==> config.mk <==
export PLATFORM = sky130hd
export DESIGN_NAME = seven_segment_panel_formatter
export DESIGN_NICKNAME = d
export VERILOG_FILES = /design/src/rtl/core/ssp_pkg.sv /design/src/rtl/core/seven_segment_panel_formatter.sv /design/src/rtl/core/ssp_ram.sv /design/src/rtl/core/ssp_core.sv
export VERILOG_INCLUDE_DIRS = /design/src /design/src/rtl/core
export SDC_FILE = /design/constraint.sdc
export NUM_CORES = 1
export LEC_CHECK = 0
export ABC_AREA = 1
export BUFFER_PORTS_ARGS = -buffer_cell sky130_fd_sc_hd__buf_2
export CORE_MARGIN = 2
export CORE_UTILIZATION = 45
export DETAILED_ROUTE_END_ITERATION = 6
export PLACE_DENSITY_LB_ADDON = 0.08
export SETUP_SLACK_MARGIN = 0.15
export SYNTH_ARGS = -nofsm -noshare
export SYNTH_HDL_FRONTEND = slang
export SYNTH_HIERARCHICAL = 1
export SYNTH_SLANG_ARGS = --single-unit
==> constraint.sdc <==
create_clock -name clk -period 2.7 [get_ports clk]
set_clock_uncertainty 0.2 [all_clocks]
set_input_delay 0.405 -clock clk [delete_from_list [all_inputs] [get_ports clk]]
set_output_delay 0.405 -clock clk [all_outputs]
set_load 0.05 [all_outputs]
==> src/rtl/core/assert_macros.svh <==
// Assertion macros shared by the RTL of the panel formatter.
// Depends on nothing; included by files that carry concurrent assertions.
`ifndef ASSERT_MACROS_SVH
`define ASSERT_MACROS_SVH

// Check an implication on every rising edge outside reset.
`define SSP_ASSERT(label, clk, rst_n, prop, msg) \
    label: assert property (@(posedge clk) disable iff (!rst_n) (prop)) else $error(msg);

// Check that a condition never holds outside reset.
`define SSP_ASSERT_NEVER(label, clk, rst_n, cond, msg) \
    label: assert property (@(posedge clk) disable iff (!rst_n) !(cond)) else $error(msg);

`endif

==> src/rtl/core/ssp_pkg.sv <==
// Package of the seven-segment panel formatter: opcodes, FSM state type,
// status struct, frame constants and the brightness tables. No dependencies.
package ssp_pkg;

    localparam int NUM_DIGITS = 4;

    // Request opcodes
    localparam logic [3:0] OP_MAP_WRITE  = 4'd0;
    localparam logic [3:0] OP_TEXT_START = 4'd1;
    localparam logic [3:0] OP_TEXT_CHAR  = 4'd2;
    localparam logic [3:0] OP_TEXT_END   = 4'd3;
    localparam logic [3:0] OP_DIGIT      = 4'd4;
    localparam logic [3:0] OP_DOTS       = 4'd5;
    localparam logic [3:0] OP_LED        = 4'd6;
    localparam logic [3:0] OP_BRIGHTNESS = 4'd7;
    localparam logic [3:0] OP_RAW        = 4'd8;

    // Frame bytes and masks
    localparam logic [7:0] ADDR_CMD     = 8'hC0;
    localparam logic [7:0] LED_CMD      = 8'hC8;
    localparam logic [7:0] SEG_MASK     = 8'h7F;
    localparam logic [2:0] TEXT_POS_MAX = 3'd5;
    localparam logic [2:0] DISP_LAST    = 3'd7;
    localparam logic [2:0] LED_LAST     = 3'd1;

    typedef enum logic [2:0] {
        ST_IDLE,
        ST_LOOKUP,
        ST_DISP,
        ST_LED,
        ST_ONE
    } state_t;

    typedef struct packed {
        state_t     state;
        logic [2:0] text_pos;
        logic [2:0] cnt;
        logic       load;
    } status_t;

    // Permute segments for a panel rotated 180 degrees
    function automatic logic [7:0] rotate_segments(input logic [7:0] s);
        return {1'b0, s[6], s[2:0], s[5:3]};
    endfunction

    // Round a clamped brightness request to a supported level
    function automatic logic [3:0] level_round(input logic [3:0] b);
        logic [3:0] r;
        case (b)
            4'd0:    r = 4'd0;
            4'd1:    r = 4'd1;
            4'd2:    r = 4'd2;
            4'd3, 4'd4, 4'd5, 4'd6: r = 4'd4;
            4'd7, 4'd8, 4'd9, 4'd10: r = 4'd10;
            4'd11:   r = 4'd11;
            4'd12:   r = 4'd12;
            4'd13:   r = 4'd13;
            default: r = 4'd14;
        endcase
        return r;
    endfunction

    // Command byte for a rounded brightness level
    function automatic logic [7:0] level_cmd(input logic [3:0] l);
        logic [7:0] c;
        case (l)
            4'd0:    c = 8'h80;
            4'd1:    c = 8'h88;
            4'd2:    c = 8'h89;
            4'd4:    c = 8'h8A;
            4'd10:   c = 8'h8B;
            4'd11:   c = 8'h8C;
            4'd12:   c = 8'h8D;
            4'd13:   c = 8'h8E;
            4'd14:   c = 8'h8F;
            4'd15:   c = 8'h00;
            default: c = 8'hC0;
        endcase
        return c;
    endfunction

endpackage

==> src/rtl/core/seven_segment_panel_formatter.sv <==
// Top level of the seven-segment panel formatter: stream ports, the
// character map RAM and the control core. Depends on ssp_pkg, ssp_ram,
// ssp_core and assert_macros.svh.
//
// One request enters at a time. Map writes, text start, ignored requests and
// skipped text characters leave the core in its idle state. A text character
// that goes through the map passes through the lookup state (one read of the
// character map RAM, whose read data is registered). A display update sends 8
// bytes, an LED update 2 and a brightness or raw byte 1, since the output
// byte register moves one byte per cycle while the sink is ready; stalls on
// the output side hold the frame back. The next request is taken as soon as the
// final byte of a frame sits in the output register.
`include "assert_macros.svh"

module seven_segment_panel_formatter (
    input  logic        clk,
    input  logic        rst_n,
    // configuration: upside_down
    input  logic        cfg_we,
    input  logic        cfg_wdata,
    input  logic        s_tvalid,
    output logic        s_tready,
    input  logic [23:0] s_tdata,  // op[3:0], index[10:4], value[18:11], zero[23:19]
    input  logic        s_tlast,  // last
    output logic        m_tvalid,
    input  logic        m_tready,
    output logic [15:0] m_tdata,  // out_byte[7:0], level_now[11:8], zero[15:12]
    output logic        m_tlast   // frame_end
);

    logic             upside_down_reg;
    logic [3:0]       op;
    logic [6:0]       index;
    logic [7:0]       value;
    logic             map_we;
    logic [7:0]       map_data;
    logic [7:0]       out_byte;
    logic [3:0]       level_now;
    ssp_pkg::status_t status;

    assign op    = s_tdata[3:0];
    assign index = s_tdata[10:4];
    assign value = s_tdata[18:11];

    // Hold the orientation register
    always_ff @(posedge clk or negedge rst_n)
    begin
        if (!rst_n)
        begin
            upside_down_reg <= 1'b0;
        end
        else if (cfg_we)
        begin
            upside_down_reg <= cfg_wdata;
        end
    end

    // Write the map on a map write request; read at the character code
    assign map_we = s_tvalid && s_tready && (op == ssp_pkg::OP_MAP_WRITE);

    ssp_ram #(
        .WIDTH (8),
        .DEPTH (128)
    ) u_char_map (
        .clk   (clk),
        .we    (map_we),
        .waddr (index),
        .wdata (value),
        .raddr (value[6:0]),
        .rdata (map_data)
    );

    ssp_core u_core (
        .clk         (clk),
        .rst_n       (rst_n),
        .upside_down (upside_down_reg),
        .s_tvalid    (s_tvalid),
        .s_tready    (s_tready),
        .op          (op),
        .index       (index),
        .value       (value),
        .last        (s_tlast),
        .map_data    (map_data),
        .m_tvalid    (m_tvalid),
        .m_tready    (m_tready),
        .out_byte    (out_byte),
        .frame_end   (m_tlast),
        .level_now   (level_now),
        .status      (status)
    );

    assign m_tdata = {4'd0, level_now, out_byte};

    `SSP_ASSERT(a_lookup_one_cycle, clk, rst_n, status.state == ssp_pkg::ST_LOOKUP |=> status.state == ssp_pkg::ST_IDLE, "text lookup did not finish in one cycle")
    `SSP_ASSERT_NEVER(a_text_pos_range, clk, rst_n, status.text_pos > ssp_pkg::TEXT_POS_MAX, "text position past its limit")
    `SSP_ASSERT(a_disp_end, clk, rst_n, status.load && status.state == ssp_pkg::ST_DISP && status.cnt == ssp_pkg::DISP_LAST |=> m_tvalid && m_tlast, "display frame did not close on its eighth byte")
    `SSP_ASSERT_NEVER(a_no_overwrite, clk, rst_n, m_tvalid && !m_tready && status.load, "output byte overwritten while stalled")

endmodule

==> src/rtl/core/ssp_ram.sv <==
// Generic simple dual-port RAM with one write port and a registered read.
// No dependencies.
module ssp_ram #(
    parameter int WIDTH = 8,
    parameter int DEPTH = 128
) (
    input  logic                     clk,
    input  logic                     we,
    input  logic [$clog2(DEPTH)-1:0] waddr,
    input  logic [WIDTH-1:0]         wdata,
    input  logic [$clog2(DEPTH)-1:0] raddr,
    output logic [WIDTH-1:0]         rdata
);

    logic [WIDTH-1:0] mem [DEPTH];

    // Write, then register the read data
    always_ff @(posedge clk)
    begin
        if (we)
        begin
            mem[waddr] <= wdata;
        end
        rdata <= mem[raddr];
    end

endmodule

==> src/rtl/core/ssp_core.sv <==
// Control and panel state of the formatter: request decode, text lookup
// through the character map, frame sequencing and the output byte register.
// Depends on ssp_pkg; the character map RAM sits in the top level.
module ssp_core (
    input  logic                clk,
    input  logic                rst_n,
    input  logic                upside_down,
    input  logic                s_tvalid,
    output logic                s_tready,
    input  logic [3:0]          op,
    input  logic [6:0]          index,
    input  logic [7:0]          value,
    input  logic                last,
    input  logic [7:0]          map_data,
    output logic                m_tvalid,
    input  logic                m_tready,
    output logic [7:0]          out_byte,
    output logic                frame_end,
    output logic [3:0]          level_now,
    output ssp_pkg::status_t    status
);

    ssp_pkg::state_t state_reg, state_next;

    logic [7:0] digit_reg [ssp_pkg::NUM_DIGITS];
    logic [3:0] dot_reg;
    logic [1:0] led_reg;
    logic [3:0] bright_reg;
    logic [2:0] pos_reg;
    logic       lwd_reg;
    logic [2:0] cnt_reg;
    logic [7:0] one_byte_reg;
    logic       one_last_reg;
    logic       valid_reg;
    logic [7:0] byte_reg;
    logic       end_reg;
    logic [3:0] level_reg;

    logic       accept;
    logic       out_free;
    logic       load;
    logic [7:0] load_byte;
    logic       load_last;
    logic [7:0] disp_byte;
    logic [1:0] disp_idx;
    logic [7:0] led_byte;
    logic       is_dot;
    logic [2:0] dot_pos;
    logic [3:0] bright_clamp;
    logic [3:0] bright_round;

    assign accept   = s_tvalid && s_tready;
    assign out_free = !valid_reg || m_tready;

    // Byte of the display frame at the current slot
    always_comb
    begin
        disp_idx  = upside_down ? cnt_reg[2:1] : ~cnt_reg[2:1];
        disp_byte = 8'h00;
        if (cnt_reg == 3'd0)
        begin
            disp_byte = ssp_pkg::ADDR_CMD;
        end
        else if (cnt_reg[0])
        begin
            disp_byte = upside_down ? ssp_pkg::rotate_segments(digit_reg[disp_idx])
                                    : (digit_reg[disp_idx] & ssp_pkg::SEG_MASK);
            disp_byte[7] = dot_reg[disp_idx];
        end
    end

    // LED byte: bits swap unless the panel is rotated
    assign led_byte = upside_down ? {6'd0, led_reg} : {6'd0, led_reg[0], led_reg[1]};

    // Text decode of the mapped symbol
    assign is_dot  = !upside_down && map_data[7];
    assign dot_pos = (!lwd_reg && pos_reg != 3'd0) ? pos_reg - 3'd1 : pos_reg;

    // Brightness clamp and rounding
    assign bright_clamp = (value > 8'd15) ? 4'd15 : value[3:0];
    assign bright_round = ssp_pkg::level_round(bright_clamp);

    // Next state
    always_comb
    begin
        state_next = state_reg;
        case (state_reg)
            ssp_pkg::ST_IDLE:
            begin
                if (accept)
                begin
                    case (op)
                        ssp_pkg::OP_TEXT_CHAR:
                        begin
                            if (!value[7] && pos_reg < ssp_pkg::TEXT_POS_MAX)
                            begin
                                state_next = ssp_pkg::ST_LOOKUP;
                            end
                        end
                        ssp_pkg::OP_TEXT_END, ssp_pkg::OP_DIGIT, ssp_pkg::OP_DOTS:
                        begin
                            state_next = ssp_pkg::ST_DISP;
                        end
                        ssp_pkg::OP_LED:
                        begin
                            if (index < 7'd2)
                            begin
                                state_next = ssp_pkg::ST_LED;
                            end
                        end
                        ssp_pkg::OP_BRIGHTNESS, ssp_pkg::OP_RAW:
                        begin
                            state_next = ssp_pkg::ST_ONE;
                        end
                        default:
                        begin
                            state_next = ssp_pkg::ST_IDLE;
                        end
                    endcase
                end
            end
            ssp_pkg::ST_LOOKUP:
            begin
                state_next = ssp_pkg::ST_IDLE;
            end
            ssp_pkg::ST_DISP:
            begin
                if (out_free && cnt_reg == ssp_pkg::DISP_LAST)
                begin
                    state_next = ssp_pkg::ST_IDLE;
                end
            end
            ssp_pkg::ST_LED:
            begin
                if (out_free && cnt_reg == ssp_pkg::LED_LAST)
                begin
                    state_next = ssp_pkg::ST_IDLE;
                end
            end
            ssp_pkg::ST_ONE:
            begin
                if (out_free)
                begin
                    state_next = ssp_pkg::ST_IDLE;
                end
            end
            default:
            begin
                state_next = ssp_pkg::ST_IDLE;
            end
        endcase
    end

    // FSM outputs
    always_comb
    begin
        s_tready  = 1'b0;
        load      = 1'b0;
        load_byte = 8'h00;
        load_last = 1'b0;
        case (state_reg)
            ssp_pkg::ST_IDLE:
            begin
                s_tready = 1'b1;
            end
            ssp_pkg::ST_DISP:
            begin
                load      = out_free;
                load_byte = disp_byte;
                load_last = (cnt_reg == ssp_pkg::DISP_LAST);
            end
            ssp_pkg::ST_LED:
            begin
                load      = out_free;
                load_byte = (cnt_reg == 3'd0) ? ssp_pkg::LED_CMD : led_byte;
                load_last = (cnt_reg == ssp_pkg::LED_LAST);
            end
            ssp_pkg::ST_ONE:
            begin
                load      = out_free;
                load_byte = one_byte_reg;
                load_last = one_last_reg;
            end
            default:
            begin
                s_tready = 1'b0;
            end
        endcase
    end

    // State register
    always_ff @(posedge clk or negedge rst_n)
    begin
        if (!rst_n)
        begin
            state_reg <= ssp_pkg::ST_IDLE;
        end
        else
        begin
            state_reg <= state_next;
        end
    end

    // Panel state updates
    always_ff @(posedge clk or negedge rst_n)
    begin
        if (!rst_n)
        begin
            for (int i = 0; i < ssp_pkg::NUM_DIGITS; i++)
            begin
                digit_reg[i] <= 8'hFF;
            end
            dot_reg      <= 4'd0;
            led_reg      <= 2'd0;
            bright_reg   <= 4'd0;
            pos_reg      <= 3'd0;
            lwd_reg      <= 1'b1;
            one_byte_reg <= 8'h00;
            one_last_reg <= 1'b0;
        end
        else if (accept)
        begin
            case (op)
                ssp_pkg::OP_TEXT_START:
                begin
                    for (int i = 0; i < ssp_pkg::NUM_DIGITS; i++)
                    begin
                        digit_reg[i] <= 8'h00;
                    end
                    if (!upside_down)
                    begin
                        dot_reg <= 4'd0;
                    end
                    pos_reg <= 3'd0;
                    lwd_reg <= 1'b1;
                end
                ssp_pkg::OP_DIGIT:
                begin
                    if (index < 7'd4)
                    begin
                        digit_reg[index[1:0]] <= value;
                    end
                end
                ssp_pkg::OP_DOTS:
                begin
                    dot_reg <= value[3:0];
                end
                ssp_pkg::OP_LED:
                begin
                    if (index < 7'd2)
                    begin
                        led_reg[index[0]] <= (value != 8'd0);
                    end
                end
                ssp_pkg::OP_BRIGHTNESS:
                begin
                    bright_reg   <= bright_round;
                    one_byte_reg <= ssp_pkg::level_cmd(bright_round);
                    one_last_reg <= 1'b1;
                end
                ssp_pkg::OP_RAW:
                begin
                    one_byte_reg <= value;
                    one_last_reg <= last;
                end
                default:
                begin
                    one_last_reg <= one_last_reg;
                end
            endcase
        end
        else if (state_reg == ssp_pkg::ST_LOOKUP)
        begin
            // Merge the mapped symbol into the digits or the dots
            if (is_dot)
            begin
                lwd_reg <= 1'b1;
                if (dot_pos < 3'd4)
                begin
                    dot_reg[dot_pos[1:0]] <= 1'b1;
                end
                pos_reg <= dot_pos + 3'd1;
            end
            else
            begin
                if (pos_reg < 3'd4)
                begin
                    lwd_reg                 <= 1'b0;
                    digit_reg[pos_reg[1:0]] <= map_data;
                end
                pos_reg <= pos_reg + 3'd1;
            end
        end
    end

    // Frame slot counter and output byte register
    always_ff @(posedge clk or negedge rst_n)
    begin
        if (!rst_n)
        begin
            cnt_reg   <= 3'd0;
            valid_reg <= 1'b0;
            byte_reg  <= 8'h00;
            end_reg   <= 1'b0;
            level_reg <= 4'd0;
        end
        else
        begin
            if (accept)
            begin
                cnt_reg <= 3'd0;
            end
            else if (load)
            begin
                cnt_reg <= cnt_reg + 3'd1;
            end

            if (load)
            begin
                valid_reg <= 1'b1;
                byte_reg  <= load_byte;
                end_reg   <= load_last;
                level_reg <= bright_reg;
            end
            else if (m_tready)
            begin
                valid_reg <= 1'b0;
            end
        end
    end

    assign m_tvalid  = valid_reg;
    assign out_byte  = byte_reg;
    assign frame_end = end_reg;
    assign level_now = level_reg;

    assign status = '{state: state_reg, text_pos: pos_reg, cnt: cnt_reg, load: load};

endmodule

==> flow_summary.toml <==
[global_route]
grt_pass1_wl_um = 193000
grt_usage_pct = 23.8
overflow = 0
grt_antenna_before_repair = 6
grt_max_degree = 112
first_global_vias = 30300

[timing]
rsz0062_at_grt = "true"
setup_slack_ns = 0.230
hold_slack_ns = 0.0564
fin_crit_sh_pct = 91.5
finalSetupViolCount = 0
tightestPinTransition_ns = 0.956
slew_viol_final = 0
timing.fmax_mhz = 405
hold_viol_final = 0
maxSlewHeadroom_pct = 36.3
period_needed_ns = 2.47

[power_and_ir_drop]
power_leakage_nw = 20.3
power.total_w = 0.0406
ir_drop_mv = 0.678
power_density_mw_per_mm2 = 745

[floorplanning]
die_h_um = 327
die_area_mm2 = 0.107
die_x_um = 327
start_util_pct = 45.3
io_pins = 50
core_area_mm2 = 0.103
core.rowCount = 118

[cts]
cts_tree = "yes"
root_buffer = "clkbuf_16"
clkLatencyLatePin_ns = 0.70
clockBufferDepth = 3
cts.clk_slew.worst_paths_ns = 0.06
cts_inserted_buffers = 117
cts.sinks = 1104
htreeDepth = 3

[synth]
syn_area_mm2 = 0.0469
avgSynthCellArea_um2 = 11.1
synth_cells = 4230
ys_warn_count = 6

[placement]
io_buffer_count = 40
hpwl_um = 78500
postPlaceCellArea_mm2 = 0.0503
place_ws_ns = 0.0219
place_congestion = 0.839

[detailed_routing]
firstDrtPassIters = 5
drt-vias-per-instance = 5.30
wl_um = 127000
first_iter_violations = 2814
via_count = 31500
route.detailed.drc = 0
routedWlPerCell_um = 21.3
drtAntennaViolNets = 0

[final_layout]
final_area_mm2 = 0.0544
postLayoutCoreUtil_pct = 52.6
final_nets = 4518
area_growth_pct = 16.1
fillCellCount = 9066
multi_input_area_mm2 = 0.0123
layout-drive-gt1-share_pct = 13.5
antennaDiodeCount = 0
largest_reg_flops = 1024
ff_latch_area_mm2 = 0.0327

[setup_path]
worst_path_largest_cell_delay_ns = 0.56
crit_path_cell_trace = "dlygate4sd3_1, buf_8, clkinv_8, buf_12, nand3_1, nand3_1, nand3_1, nand2_1, nand2_1, nand3_1, nand2_1, nand2_1, nand2_1"
required_ns = 3.13
timing.critical_path.buf_inv = 4
cp-startpoint = "s_tdata[12]"
crit_fanout = 33
cp_slowest_cell = "dlygate4sd3_1"
critPathMostFrequentCell = "nand2_1"
critPathLaunchType = "input port"
crit_family = "buffers and inverters"
r2r_slack_ns = 0.23
reg2reg_to = "u_char_map/mem[112][2]"
end_kind = "flip-flop"
crit_type = "input port to flip-flop"
r2r-start = "u_core/state_reg[0]"
reg2regPathDepth = 10
cp.arrival_ns = 2.90

[hold_path]
hold_path.class = "input port to async pin"

[status]
outcome = "finished, final reports clean"

[job]
drv_cap = 0
-- layout by cell type, fill, tap and decap left out, types with 4 or more instances in the layout --
cell           instances
o21ai_1               10
clkinv_2              24
inv_6                  4
clkinv_1              22
dfstp_2               29
dlygate4sd3_1         18
inv_2                  5
clkbuf_16            119
a22oi_1               28
buf_2                 32
buf_12                46
conb_1                 4
buf_6                 19
a21oi_1               27
nor2_2                18
buf_8                  4
nand3_2                4
inv_1                 97
nand2_1             1404
ha_1                  15
nand3_1              987
nor3_1                14
buf_4                253
nor2_1               174
dfrtp_1               42
clkbuf_1              29
edfxtp_1            1024
nand2_2                7
o21ai_0               27
o21ai_2               21
dfxtp_1                8
o211ai_1               4
bufinv_16             12
-- per-layer routing --
metal | vias to the layer above | wire [um] | GRT usage (%)
li1 | 15200 | - | -
met2 | 745 | 57500 | 36.7
met1 | 15400 | 59600 | 35.4
met5 | - | 57 | 0
met4 | 8 | 2940 | 6.36
met3 | 171 | 6670 | 3.41
-- power breakdown --
group / leakage, nW / total, W / switching (W) / internal (W)
Clock: 1.85 / 0.0159 / 0.00658 / 0.00928
Combinational: 8.37 / 0.00506 / 0.00353 / 0.00153
Sequential: 10.1 / 0.0196 / 0.000354 / 0.0193
Total: 20.3 / 0.0406 / 0.0105 / 0.0301
-- worst max-delay path by stage --
stage,slack (ns),depth (start not counted),endpoint
floorplan,0.05,9,u_char_map/mem[105][0]
global placement,-0.03,17,u_core/one_byte_reg[1]
detailed placement,0.02,15,u_core/one_byte_reg[0]
CTS,0.15,10,u_char_map/mem[61][2]
global route,0.11,11,u_core/pos_reg[2]
finish,0.23,13,u_char_map/rdata[7]
-- tightest hold or removal path: cells and delay by family --
| family | cells | cell delay (ns) |
|---|---|---|
| buf+inv | 3 | 0.96 |
-- layout make-up --
cell class              count  share of cell area [%]
repair buffers            372                    6.31
clock buffers             151                    5.75
flip-flops and latches   1104                    60.2
clock inverters            66                    1.18
multi-input cells        2770                    22.6
inverters                 107                   0.807
well taps                1380                    3.17
-- metrics by stage --
stage	TNS [ns]	std cells
2_1_floorplan	0	4233
5_1_grt	0	5950
3_3_place_gp	-0.0606	5714
6_report	0	5950
4_1_cts	0	5949
3_5_place_dp	0	5714
-- what timing repair did --
| item | in CTS | in global routing |
|---|---|---|
| pin swaps | 0 | 1 |
| hold buffers | 18 | 0 |
| endpoints found under the setup margin | 328 | 748 |
| endpoints found under the hold margin | 95 | 0 |
| gates resized for setup | 5 | 32 |
| setup buffers | 0 | 1 |
Power figures use the tool's default switching activity.
